### config.mk
export PLATFORM = sky130hd
export DESIGN_NAME = least_loaded_task_dispatcher_unit
export DESIGN_NICKNAME = d
export VERILOG_FILES = /design/src/design/lltd_pkg.sv /design/src/design/lltd_ctrl.sv /design/src/design/lltd_dp.sv /design/src/design/least_loaded_task_dispatcher_unit.sv
export SDC_FILE = /design/constraint.sdc
export NUM_CORES = 1
export LEC_CHECK = 0
export BUFFER_PORTS_ARGS = -buffer_cell sky130_fd_sc_hd__buf_2
export CAP_MARGIN = 40
export CORE_ASPECT_RATIO = 0.6
export CORE_UTILIZATION = 45
export DETAILED_ROUTE_END_ITERATION = 10
export PLACE_DENSITY = 0.65
export SKIP_LAST_GASP = 1
export SLEW_MARGIN = 20
export SYNTH_ARGS = -nofsm -noshare
export SYNTH_HDL_FRONTEND = slang
export SYNTH_SLANG_ARGS = --single-unit
### constraint.sdc
create_clock -name i_clk -period 18.19 [get_ports i_clk]
set_clock_uncertainty 0.1 [all_clocks]
set_input_delay 0.9095 -clock i_clk [delete_from_list [all_inputs] [get_ports i_clk]]
set_output_delay 0.9095 -clock i_clk [all_outputs]
set_load 0.01 [all_outputs]
### src/design/lltd_pkg.sv
// ----------------------------------------------------------------------------
// lltd_pkg
// Shared types and constants of the least-loaded task dispatcher.
// ----------------------------------------------------------------------------
package lltd_pkg;

    localparam int unsigned NUM_QUEUES = 4;
    localparam int unsigned QID_W      = 2;
    localparam int unsigned DEPTH_BITS = 16;
    localparam int unsigned HW_W       = 16;
    localparam int unsigned DATA_W     = 32;
    localparam int unsigned ADDR_W     = 5;
    localparam int unsigned REG_IDX_W  = 3;

    localparam logic [DEPTH_BITS-1:0] DEPTH_MAX = {DEPTH_BITS{1'b1}};
    localparam logic [HW_W-1:0]       HW_RESET  = HW_W'(1024);

    // Register indexes
    localparam logic [REG_IDX_W-1:0] REG_HW_Q0 = 3'd0;
    localparam logic [REG_IDX_W-1:0] REG_HW_Q1 = 3'd1;
    localparam logic [REG_IDX_W-1:0] REG_HW_Q2 = 3'd2;
    localparam logic [REG_IDX_W-1:0] REG_HW_Q3 = 3'd3;
    localparam logic [REG_IDX_W-1:0] REG_SHARE = 3'd4;
    localparam logic [REG_IDX_W-1:0] REG_DRAIN = 3'd5;

    // Request modes
    localparam logic MODE_ADD  = 1'b0;
    localparam logic MODE_TAKE = 1'b1;

    typedef enum logic [1:0] {
        S_IDLE,
        S_SCAN,
        S_FINISH
    } t_state;

    typedef struct packed {
        logic [NUM_QUEUES-1:0][HW_W-1:0] q_limit;
        logic [NUM_QUEUES-1:0]           share_mask;
        logic                            draining;
    } t_cfg;

    // Controller to datapath
    typedef struct packed {
        logic load;
        logic scan_step;
        logic finish;
    } t_cmd;

    // Datapath to controller
    typedef struct packed {
        logic need_scan;
        logic scan_last;
    } t_status;

    // Room for one more task: below the limit and below counter saturation
    function automatic logic has_room(input logic [DEPTH_BITS-1:0] depth,
                                      input logic [HW_W-1:0]       limit);
        has_room = (depth < DEPTH_BITS'(limit)) && (depth != DEPTH_MAX);
    endfunction

endpackage

### src/design/lltd_ctrl.sv
// ----------------------------------------------------------------------------
// lltd_ctrl
// Sequencer: accepts one request, steps the queue scan, loads the result.
// ----------------------------------------------------------------------------
module lltd_ctrl import lltd_pkg::*; (
    input  logic    i_clk,
    input  logic    i_rst_n,
    input  logic    i_in_valid,
    output logic    o_in_stall,
    output logic    o_out_valid,
    input  logic    i_out_stall,
    input  t_status i_status,
    output t_cmd    o_cmd
);

    t_state r_state, n_state;
    logic   r_out_valid, n_out_valid;
    logic   w_slot_free;

    // Result slot can take a new result when empty or being emptied now
    assign w_slot_free = !r_out_valid || !i_out_stall;

    // State register
    always_ff @(posedge i_clk) begin
        if (!i_rst_n) begin
            r_state     <= S_IDLE;
            r_out_valid <= 1'b0;
        end else begin
            r_state     <= n_state;
            r_out_valid <= n_out_valid;
        end
    end

    // Next state and commands
    always_comb begin
        n_state     = r_state;
        n_out_valid = r_out_valid && i_out_stall;
        o_cmd       = '0;
        case (r_state)
            S_IDLE: begin
                if (i_in_valid) begin
                    o_cmd.load = 1'b1;
                    n_state    = i_status.need_scan ? S_SCAN : S_FINISH;
                end
            end
            S_SCAN: begin
                o_cmd.scan_step = 1'b1;
                if (i_status.scan_last) begin
                    n_state = S_FINISH;
                end
            end
            S_FINISH: begin
                if (w_slot_free) begin
                    o_cmd.finish = 1'b1;
                    n_out_valid  = 1'b1;
                    n_state      = S_IDLE;
                end
            end
            default: begin
                n_state = S_IDLE;
            end
        endcase
    end

    // No request is taken while in reset or busy
    assign o_in_stall  = (r_state != S_IDLE) || !i_rst_n;
    assign o_out_valid = r_out_valid;

    // An accepted request always leaves idle
    a_accept_leaves_idle: assert property (@(posedge i_clk) disable iff (!i_rst_n)
        (i_in_valid && !o_in_stall) |=> (r_state != S_IDLE))
        else $error("accepted request did not leave idle");

    // A finished request waits while the previous result is still held
    a_finish_waits: assert property (@(posedge i_clk) disable iff (!i_rst_n)
        (r_state == S_FINISH && r_out_valid && i_out_stall)
            |=> (r_state == S_FINISH && r_out_valid))
        else $error("result slot overwritten while stalled");

endmodule

### src/design/lltd_dp.sv
// ----------------------------------------------------------------------------
// lltd_dp
// Datapath: queue depth counters, one-queue-per-cycle least-loaded scan,
// depth update and result register.
// ----------------------------------------------------------------------------
module lltd_dp import lltd_pkg::*; (
    input  logic                  i_clk,
    input  logic                  i_rst_n,
    input  t_cfg                  i_cfg,
    input  t_cmd                  i_cmd,
    output t_status               o_status,
    input  logic                  i_in_mode,
    input  logic                  i_in_auto_pick,
    input  logic [QID_W-1:0]      i_in_queue_id,
    input  logic [DATA_W-1:0]     i_in_task_handle,
    input  logic [DATA_W-1:0]     i_in_task_argument,
    output logic                  o_out_accepted,
    output logic [QID_W-1:0]      o_out_chosen_queue,
    output logic [DATA_W-1:0]     o_out_routed_handle,
    output logic [DATA_W-1:0]     o_out_routed_argument,
    output logic [DEPTH_BITS-1:0] o_out_depth_after
);

    // Latched request
    logic                  r_mode;
    logic                  r_auto;
    logic [QID_W-1:0]      r_qid;
    logic [DATA_W-1:0]     r_handle;
    logic [DATA_W-1:0]     r_arg;

    // Scan state
    logic [QID_W-1:0]      r_idx;
    logic                  r_found;
    logic [DEPTH_BITS-1:0] r_best;
    logic [QID_W-1:0]      r_pick;

    // Queue depths
    logic [NUM_QUEUES-1:0][DEPTH_BITS-1:0] r_depth;

    // Result register
    logic                  r_acc;
    logic [QID_W-1:0]      r_chosen;
    logic [DATA_W-1:0]     r_rh;
    logic [DATA_W-1:0]     r_ra;
    logic [DEPTH_BITS-1:0] r_dafter;

    logic                  w_add_ok;
    logic                  w_scanned;
    logic                  w_cand;
    logic [QID_W-1:0]      w_sel;
    logic [DEPTH_BITS-1:0] w_cur;
    logic                  w_do_take;
    logic                  w_do_add;
    logic [DEPTH_BITS-1:0] w_new;

    // Scan is needed for a valid automatic add; decided on the incoming request
    assign o_status.need_scan = (i_in_mode == MODE_ADD) && i_in_auto_pick
                              && (i_in_task_handle != '0) && !i_cfg.draining;
    assign o_status.scan_last = (r_idx == QID_W'(NUM_QUEUES - 1));

    // Candidate test for the queue under scan
    assign w_cand = i_cfg.share_mask[r_idx]
                 && has_room(r_depth[r_idx], i_cfg.q_limit[r_idx])
                 && (!r_found || (r_depth[r_idx] < r_best));

    // Target queue and update decision
    assign w_add_ok  = (r_mode == MODE_ADD) && (r_handle != '0) && !i_cfg.draining;
    assign w_scanned = w_add_ok && r_auto;
    assign w_sel     = w_scanned ? (r_found ? r_pick : '0) : r_qid;
    assign w_cur     = r_depth[w_sel];
    assign w_do_take = (r_mode == MODE_TAKE) && (w_cur != '0);
    assign w_do_add  = w_add_ok && (w_scanned ? r_found
                                              : has_room(w_cur, i_cfg.q_limit[w_sel]));

    always_comb begin
        w_new = w_cur;
        if (w_do_take) begin
            w_new = w_cur - 1'b1;
        end else if (w_do_add) begin
            w_new = w_cur + 1'b1;
        end
    end

    // Request latch and scan registers
    always_ff @(posedge i_clk) begin
        if (i_cmd.load) begin
            r_mode   <= i_in_mode;
            r_auto   <= i_in_auto_pick;
            r_qid    <= i_in_queue_id;
            r_handle <= i_in_task_handle;
            r_arg    <= i_in_task_argument;
        end
        if (!i_rst_n) begin
            r_idx   <= '0;
            r_found <= 1'b0;
        end else if (i_cmd.load) begin
            r_idx   <= '0;
            r_found <= 1'b0;
        end else if (i_cmd.scan_step) begin
            r_idx <= r_idx + 1'b1;
            if (w_cand) begin
                r_found <= 1'b1;
            end
        end
        if (i_cmd.scan_step && w_cand) begin
            r_best <= r_depth[r_idx];
            r_pick <= r_idx;
        end
    end

    // Depth counters
    always_ff @(posedge i_clk) begin
        if (!i_rst_n) begin
            r_depth <= '0;
        end else if (i_cmd.finish) begin
            r_depth[w_sel] <= w_new;
        end
    end

    // Result register
    always_ff @(posedge i_clk) begin
        if (i_cmd.finish) begin
            r_acc    <= w_do_take || w_do_add;
            r_chosen <= w_sel;
            r_rh     <= w_do_add ? r_handle : '0;
            r_ra     <= w_do_add ? r_arg : '0;
            r_dafter <= w_new;
        end
    end

    assign o_out_accepted        = r_acc;
    assign o_out_chosen_queue    = r_chosen;
    assign o_out_routed_handle   = r_rh;
    assign o_out_routed_argument = r_ra;
    assign o_out_depth_after     = r_dafter;

    // Depths change only when a request finishes
    a_depth_hold: assert property (@(posedge i_clk) disable iff (!i_rst_n)
        !i_cmd.finish |=> $stable(r_depth))
        else $error("queue depth changed outside finish");

    // Scan index advances by one per step
    a_scan_step: assert property (@(posedge i_clk) disable iff (!i_rst_n)
        (i_cmd.scan_step && !i_cmd.load) |=> (r_idx == $past(r_idx) + 1'b1))
        else $error("scan index did not advance");

    // A placed task never takes a queue beyond its limit
    a_add_limit: assert property (@(posedge i_clk) disable iff (!i_rst_n)
        (i_cmd.finish && w_do_add) |-> (w_new <= DEPTH_BITS'(i_cfg.q_limit[w_sel])))
        else $error("add placed beyond high-water limit");

endmodule

### src/design/least_loaded_task_dispatcher_unit.sv
// ----------------------------------------------------------------------------
// least_loaded_task_dispatcher_unit
// Least-loaded queue dispatcher: depth counters for four work queues.
// ----------------------------------------------------------------------------
// Usage:
//   Request channel (i_in_valid / o_in_stall): mode 0 adds a task, either to
//   queue_id or, with auto_pick, to the least loaded shared queue below its
//   high-water limit (lowest index on ties); mode 1 takes one from queue_id.
//   Result channel (o_out_valid / i_out_stall): exactly one result per
//   request, in order, with accepted flag, chosen queue, routed handle and
//   argument (zero unless placed) and the queue depth after the request.
//   Timing: one request is worked on at a time. A take, explicit add or
//   refused add goes through accept and finish; an automatic pick goes
//   through accept, a scan step per queue in index order, and finish.
//   The result appears the cycle after the finish cycle.
//   A finished result sits in an output register; the next request is taken
//   while it waits. If the receiver stalls, finishing the following request
//   holds until the register is freed.
//   Reset (synchronous, active low) clears all depths, the result slot, and
//   sets limits to 1024, share mask to all queues and draining off.
//   Configuration: APB-style, register i at byte address 4*i; write only
//   while the block is idle.
// ----------------------------------------------------------------------------
module least_loaded_task_dispatcher_unit import lltd_pkg::*; (
    input  logic                  i_clk,
    input  logic                  i_rst_n,
    // configuration port
    input  logic                  psel,
    input  logic                  penable,
    input  logic                  pwrite,
    input  logic [ADDR_W-1:0]     paddr,
    input  logic [DATA_W-1:0]     pwdata,
    output logic [DATA_W-1:0]     prdata,
    output logic                  pready,
    // request channel
    input  logic                  i_in_valid,
    output logic                  o_in_stall,
    input  logic                  i_in_mode,
    input  logic                  i_in_auto_pick,
    input  logic [QID_W-1:0]      i_in_queue_id,
    input  logic [DATA_W-1:0]     i_in_task_handle,
    input  logic [DATA_W-1:0]     i_in_task_argument,
    // result channel
    output logic                  o_out_valid,
    input  logic                  i_out_stall,
    output logic                  o_out_accepted,
    output logic [QID_W-1:0]      o_out_chosen_queue,
    output logic [DATA_W-1:0]     o_out_routed_handle,
    output logic [DATA_W-1:0]     o_out_routed_argument,
    output logic [DEPTH_BITS-1:0] o_out_depth_after
);

    t_cfg                 r_cfg;
    t_cmd                 w_cmd;
    t_status              w_status;
    logic [REG_IDX_W-1:0] w_reg_idx;
    logic                 w_wr;

    assign pready    = 1'b1;
    assign w_reg_idx = paddr[ADDR_W-1:2];
    assign w_wr      = psel && penable && pwrite;

    // Configuration registers
    always_ff @(posedge i_clk) begin
        if (!i_rst_n) begin
            r_cfg.q_limit    <= {NUM_QUEUES{HW_RESET}};
            r_cfg.share_mask <= '1;
            r_cfg.draining   <= 1'b0;
        end else if (w_wr) begin
            case (w_reg_idx)
                REG_HW_Q0: r_cfg.q_limit[0]    <= pwdata[HW_W-1:0];
                REG_HW_Q1: r_cfg.q_limit[1]    <= pwdata[HW_W-1:0];
                REG_HW_Q2: r_cfg.q_limit[2]    <= pwdata[HW_W-1:0];
                REG_HW_Q3: r_cfg.q_limit[3]    <= pwdata[HW_W-1:0];
                REG_SHARE: r_cfg.share_mask    <= pwdata[NUM_QUEUES-1:0];
                REG_DRAIN: r_cfg.draining      <= pwdata[0];
                default: begin
                end
            endcase
        end
    end

    // Register read-back
    always_comb begin
        prdata = '0;
        case (w_reg_idx)
            REG_HW_Q0: prdata = DATA_W'(r_cfg.q_limit[0]);
            REG_HW_Q1: prdata = DATA_W'(r_cfg.q_limit[1]);
            REG_HW_Q2: prdata = DATA_W'(r_cfg.q_limit[2]);
            REG_HW_Q3: prdata = DATA_W'(r_cfg.q_limit[3]);
            REG_SHARE: prdata = DATA_W'(r_cfg.share_mask);
            REG_DRAIN: prdata = DATA_W'(r_cfg.draining);
            default:   prdata = '0;
        endcase
    end

    lltd_ctrl u_ctrl (
        .i_clk       (i_clk),
        .i_rst_n     (i_rst_n),
        .i_in_valid  (i_in_valid),
        .o_in_stall  (o_in_stall),
        .o_out_valid (o_out_valid),
        .i_out_stall (i_out_stall),
        .i_status    (w_status),
        .o_cmd       (w_cmd)
    );

    lltd_dp u_dp (
        .i_clk                 (i_clk),
        .i_rst_n               (i_rst_n),
        .i_cfg                 (r_cfg),
        .i_cmd                 (w_cmd),
        .o_status              (w_status),
        .i_in_mode             (i_in_mode),
        .i_in_auto_pick        (i_in_auto_pick),
        .i_in_queue_id         (i_in_queue_id),
        .i_in_task_handle      (i_in_task_handle),
        .i_in_task_argument    (i_in_task_argument),
        .o_out_accepted        (o_out_accepted),
        .o_out_chosen_queue    (o_out_chosen_queue),
        .o_out_routed_handle   (o_out_routed_handle),
        .o_out_routed_argument (o_out_routed_argument),
        .o_out_depth_after     (o_out_depth_after)
    );

endmodule
=== Yosys cells after proc, flatten, opt, wreduce, memory -nomap -nowiden ===
Cells that the tools add are included.

* Logic and storage cells: 123
* Register bits after elaboration: 308
* Output and inout port bits: 118
* Input bits: 112

* $add $sub $neg: 3
* Mux-type cells: 31
* Eq/ne operators: 13
* Magnitude comparators: 6
* Bitwise operators: 3
* Reduce and logical (&&, ||, !) cells: 41

{| class="wikitable"
|+ Operator list
! kind !! number
|-
| $bmux 16 s2 || 4
|-
| $mux 16 || 7
|-
| $pmux 16 s6 || 1
|-
| $bwmux 64 || 1
|-
| $reduce_bool 32->1 || 2
|-
| $lt 16x16->1 || 3
|-
| $demux 16 s2 || 1
|-
| $ne 16x16->1 const B || 2
|-
| $logic_and 1x1->1 || 17
|-
| $add 16x1->16 const B || 1
|-
| $reduce_bool 16->1 || 1
|-
| $sub 16x1->16 const B || 1
|-
| $reduce_and 2->1 || 7
|-
| $mux 2 || 6
|-
| $mux 1 || 9
|-
| $eq 3x2->1 const B || 2
|-
| $eq 3x3->1 const B || 2
|-
| $lt 2x3->1 const B || 2
|-
| $pmux 2 s3 || 1
|-
| $logic_not 1->1 || 5
|-
| $eq 2x2->1 const B || 2
|-
| $logic_or 1x1->1 || 4
|-
| $ne 2x1->1 const B || 2
|-
| $eq 3x1->1 const B || 1
|-
| 11 further kinds || 13
|}

=== Longest topological paths before layout ===
* Word-level depth: 14
* Mapped depth: 24

=== Cells and area by module ===
From an unflattened synthesis, not the netlist that was laid out.

* Cells, all modules: 1512
* Area total of the unflattened synthesis: 16179.3 um^2

{| class="wikitable"
|+ Modules (own cells, without submodules)
! module !! seq. area each (um^2) !! area each (um^2) !! instances !! cells each
|-
| lltd_dp || 6416.2 || 12687.2 || 1 || 1169
|-
| least_loaded_task_dispatcher_unit || 1381.3 || 3329.4 || 1 || 325
|-
| lltd_ctrl || 60.1 || 162.7 || 1 || 18
|}

=== Worst setup path before layout ===
Ideal clock, no wire load.

* Path type: input-to-reg
* From: in i_out_stall
* To: reg u_dp.r_depth[18] (netlist bit)
* Cell stages on the path: 6
* Required time: 18.015 ns
* Setup slack: 11.340 ns
* Arrival: 6.675 ns
* Path buffers: 1
* Cells stage by stage: a21oi_1 -> nand2_1 -> nor3_1 -> clkbuf_1 -> inv_1 -> o21ai_0

* Cells in the longest elaborated chain, start to end: 4

{| class="wikitable"
|+ RTL lines
! item !! RTL line !! RTL
|-
| start: declaration || least_loaded_task_dispatcher_unit.sv:45 || <nowiki>input logic i_out_stall,</nowiki>
|-
| $logic_not 1->1 || lltd_ctrl.sv:21 || <nowiki>assign w_slot_free = !r_out_valid || !i_out_stall;</nowiki>
|-
| $logic_or 1x1->1 || lltd_ctrl.sv:21 ||
|-
| $mux 1 || lltd_ctrl.sv:53 || <nowiki>if (w_slot_free) begin</nowiki>
|-
| $mux 1 || lltd_ctrl.sv:39 || <nowiki>case (r_state)</nowiki>
|-
| end signal: indexed assignment || lltd_dp.sv:116 || <nowiki>r_depth[w_sel] <= w_new;</nowiki>
|-
| end: declaration || lltd_dp.sv:38 || <nowiki>logic [NUM_QUEUES-1:0][DEPTH_BITS-1:0] r_depth;</nowiki>
|}

Every way passes these cells.
A chain may end at the register's enable or synchronous reset.

=== Worst setup path after layout ===
* From: reg u_dp.r_handle[0]
* To: reg u_dp.r_depth[36] (netlist bit)

* Cells in the longest elaborated chain, start to end: 14

{| class="wikitable"
|+ RTL lines
! item !! RTL line !! RTL
|-
| start: declaration || lltd_dp.sv:28 || <nowiki>logic [DATA_W-1:0] r_handle;</nowiki>
|-
| start signal: assignment || lltd_dp.sv:90 || <nowiki>r_handle <= i_in_task_handle;</nowiki>
|-
| $reduce_bool 32->1 (*) || lltd_dp.sv:67 || <nowiki>assign w_add_ok = (r_mode == MODE_ADD) && (r_handle != '0) && !i_cfg.draining;</nowiki>
|-
| $logic_and 1x1->1 (*) (2 in a row) || lltd_dp.sv:67 ||
|-
| $logic_and 1x1->1 || lltd_dp.sv:68 || <nowiki>assign w_scanned = w_add_ok && r_auto;</nowiki>
|-
| $mux 2 || lltd_dp.sv:69 || <nowiki>assign w_sel = w_scanned ? (r_found ? r_pick : '0) : r_qid;</nowiki>
|-
| $bmux 16 s2 (on tied branches) || lltd_dp.sv:70, lltd_dp.sv:73 ||
|-
| $mux 16 (on tied branches) || lltd_dp.sv:70, lltd_dp.sv:73 ||
|-
| $lt 16x16->1 or $ne 16x16->1 (tied branches) || lltd_pkg.sv:58 || <nowiki>has_room = (depth < DEPTH_BITS'(limit)) && (depth != DEPTH_MAX);</nowiki>
|-
| $logic_and 1x1->1 || lltd_pkg.sv:58 ||
|-
| $mux 1 || lltd_dp.sv:72 || <nowiki>assign w_do_add = w_add_ok && (w_scanned ? r_found</nowiki>
|-
| $logic_and 1x1->1 || lltd_dp.sv:72 ||
|-
| $mux 16 || lltd_dp.sv:79 || <nowiki>end else if (w_do_add) begin</nowiki>
|-
| $mux 16 (*) || lltd_dp.sv:77 || <nowiki>if (w_do_take) begin</nowiki>
|-
| via u_dp.w_new[4] || lltd_dp.sv:54 || <nowiki>logic [DEPTH_BITS-1:0] w_new;</nowiki>
|-
| $bwmux 64 (*) || lltd_dp.sv:116 ||
|}

Mark *: on every way through the listed nets, which the timed path passes. The rest lies on a longest branch. The select of a mux whose other input is x is not followed.

==> results.md <==
- Routed vias/inst: between 5 and 6
- DRC viols: 0
- Rows: a little over 50
- Comb power frac: 0.129
- Worst-Margin Slew: 0.926 ns
- Avg Cell Area, Syn: 10.6 um^2
- Filler cells: 2885
- Final WL: roughly 46 mm
- Number of synthesized register bits: between 300 and 400
- R2R Setup Slk: 10.46 ns
- Minimum clock period after layout: 7.73 ns
- Core Box Area: 33000 um^2
- Largest net degree at the start of global routing: 69
- Setup TNS: 0 ns
- Max Cap Violations: 0
- Worst skew pair latency: around 0.56 ns
- Max_slew headroom: 0.367
- Max VDD drop: 0.0000622 V
- DR WL/cell: 22.1 um
- Reg-to-reg startpoint: u_dp.r_handle[0]$_DFFE_PP_
- Leak Pwr: 6.82 nW
- Sequential power share: 0.489
- Final WS setup: 10.46 ns
- Data arrival, critical path: a little over 8 ns
- Final Non-Filler Cells: 2091
- Clock Tree Buf Depth: 3
- Router iterations before antenna repair: 6
- Switch share: 0.257
- Grt total ovfl: 0
- GPL Wtd Cong: 0.962
- Top sig layer: met4
- Hold Crit Start: r_cfg[12]$_SDFFE_PN0P_
- Met1 WL: between 20 and 25 mm
- CP Capture Type: flip-flop
- Register clock-pin slew on the reported worst setup and hold paths: 0.06 ns
- Top-level I/O count: between 200 and 250
- Sw power: 0.411 mW
- Initial Util: 0.465
- Hold Slack: 0.382 ns
- Outcome: completed
- All-Layer GR Usage: 0.265
- Clock network fraction of design power: 0.382
- Final Hold Fails: 0
- I/O Buffers: 194
- CP max FO: a little over 60
- Cts-stage hold buffer count: 0
- Final Cell Area: 17900 um^2
- Placed inst area: 16800 um^2
- Worst setup SP type: flip-flop
- Chip width: 240 um
- Root Buffer: clkbuf_16
- CP Data Required Time: 18.59 ns
- Power Total: 1.60 mW
- Cell area after synthesis: 15300 um^2
- Synth async-reset ratio: 0
- Number of setup buffers added after CTS: 0
- CTS resizes: 0
- H-tree levels: 1
- Placed cells: 2031
- DR WL met2: between 15 and 20 mm
- Max Fclk: 129 MHz
- Int Pwr: 1.19 mW
- Final #Nets: 1779
- Synthesis Warnings: 0
- Tcrit/Tclk final: 0.425
- Predominant post-synthesis flop cell: edfxtp_1
- Via Count: 12400
- Worst r2r dst: u_dp.r_depth[36]$_SDFFE_PN0P_
- Hold EP: r_cfg[12]$_SDFFE_PN0P_
- Hold-critical path depth: 2
- Post-synth EDFFs: 169
- Class of the most critical setup path: flip-flop to flip-flop
- Sequential area share after synthesis: 0.512
- Met3 Routed Length: a little under 5 mm
- Antenna Nets Post-Route: 0
- Clk sinks: 308
- Die footprint: ~35000 um^2
- DR iter-0 viols: about 1400
- Initial antenna violation count: 2
- Reg2reg path depth: 21
- Synth Instances: 1445
- Post-layout util: 0.542
- First-pass GRT wire length: 70.4 mm
- Die span in y: 145 um
- CTS tree: done
- Max-slew violation count: 0
- Power per cell area: between 80 and 90 nW/um^2
- Setup Slack @ Placement: 10.54 ns
- HPWL Detailed: 32.6 mm
- Hold WC Path Type: flip-flop to flip-flop
- Vias in the first global route: between 10000 and 15000
- Final Setup Violations: 0
- RSZ-0062 raised after global routing: no
- P&R area growth vs syn: 16.6%
- Unique masters post-synth: between 70 and 80
- Layout cells sized above 1: 0.216
- Clock buffer count from CTS: 29
-- cells by family (layout without fill, tap and decap cells) --
group / count (synthesis) / in the layout / share of synthesized area
AOI/OAI and AO/OA: 289 / 289 / 0.134
xor gates and xnor gates: 11 / 11 / 0.00775
adders and majority gates: 49 / 49 / 0.0400
buffers and inverters: 162 / 342 / 0.0453
DFF: 308 / 308 / 0.512
muxes: 79 / 79 / 0.0906
other: 2 / 18 / 0.000490
and+or+nand+nor: 545 / 545 / 0.169
-- how the worst max path moves through the flow --
stage                                    start                       endpoint  cells after the start
global placement    u_dp.r_handle[1]$_DFFE_PP_  u_dp.r_depth[36]$_SDFFE_PN0P_                     20
finish              u_dp.r_handle[0]$_DFFE_PP_  u_dp.r_depth[36]$_SDFFE_PN0P_                     21
global route        u_dp.r_handle[1]$_DFFE_PP_  u_dp.r_depth[54]$_SDFFE_PN0P_                     21
floorplan                          i_out_stall  u_dp.r_depth[18]$_SDFFE_PN0P_                      6
detailed placement  u_dp.r_handle[1]$_DFFE_PP_  u_dp.r_depth[52]$_SDFFE_PN0P_                     20
CTS                 u_dp.r_handle[0]$_DFFE_PP_   u_dp.r_depth[4]$_SDFFE_PN0P_                     20
-- state kept, by name, indices dropped and copies added (netlist names), 16 cells and up --
name                        flops
u_dp.r_arg                     32
u_dp.r_best                    16
u_dp.r_depth                   64
u_dp.r_handle                  32
u_dp.o_out_routed_argument     32
u_dp.o_out_routed_handle       32
r_cfg                          69
u_dp.o_out_depth_after         16
-- worst max-delay path, cell delays in order, from the launching register on --
cell and delay [ns]:
edfxtp_1 0.38, nor4_1 0.37, nand4_1 0.41, o211a_1 0.38, mux2_4 0.35, buf_16 0.27
clkinv_4 0.50, a211oi_1 0.41, a21o_1 0.23, inv_1 0.17, ha_1 0.23, a21o_1 0.17
a21o_1 0.16, a21oi_1 0.31, o21ai_0 0.17, a2111oi_0 0.87, o41ai_1 0.25, a21oi_1 0.35
o21a_2 0.57, a31oi_1 0.19, xnor2_1 0.48, a22o_1 0.23
-- metal layers --
layer,up-vias,track usage
met5,-,0
met4,0,0.0513
met3,72,0.0523
met2,668,0.367
met1,6010,0.422
li1,5619,-
-- synthesized netlist by cell type, drive strengths merged (33+ instances only) --
cell type    n  area, um^2
clkbuf      68         256
mux4        47        1060
a21oi       92         464
ha          49         613
a22o        61         534
nand2      263         987
dfxtp      139        2780
nor2        36         135
buf         33         204
edfxtp     169        5070
inv         58         218
nand3       59         295
and2        71         444
-- power by group through the flow --
stage | registers (mW) | clock network, mW | logic, mW
2_1_floorplan | 0.802 | 0 | 0.120
3_3_place_gp | 0.796 | 0 | 0.191
3_5_place_dp | 0.796 | 0 | 0.198
4_1_cts | 0.781 | 0.620 | 0.199
5_1_grt | 0.784 | 0.645 | 0.222
6_report | 0.781 | 0.610 | 0.206
-- area by class of cell --
| class | count | area, um^2 | area share |
|---|---|---|---|
| inverters | 61 | 234 | 0.0131 |
| flip-flops and latches | 308 | 7860 | 0.440 |
| diodes | 1 | 2.50 | 0.000140 |
| clock buffers | 46 | 923 | 0.0516 |
| clock inverters | 7 | 36.3 | 0.00203 |
| multi-input cells | 990 | 6910 | 0.386 |
| repair buffers | 228 | 1350 | 0.0757 |
| well taps | 450 | 563 | 0.0315 |
-- layout by cell type, fill, tap and decap left out, types with 7 or more instances in the layout --
master / instances
a211oi_1: 9
a21o_1: 13
a21oi_1: 90
a22o_1: 61
a31oi_1: 14
and2_1: 71
and3_1: 17
buf_2: 194
buf_4: 20
clkbuf_1: 8
clkbuf_16: 32
clkbuf_8: 7
conb_1: 17
dfxtp_1: 137
edfxtp_1: 169
ha_1: 49
inv_1: 57
mux2i_1: 27
mux4_2: 47
nand2_1: 263
nand2b_1: 7
nand3_1: 59
nand4_1: 17
nor2_1: 34
nor2b_1: 20
nor3_1: 9
nor4_1: 22
o211a_1: 7
o211ai_1: 21
o21ai_0: 23
xnor2_1: 8
Power figures use the tool's default switching activity.
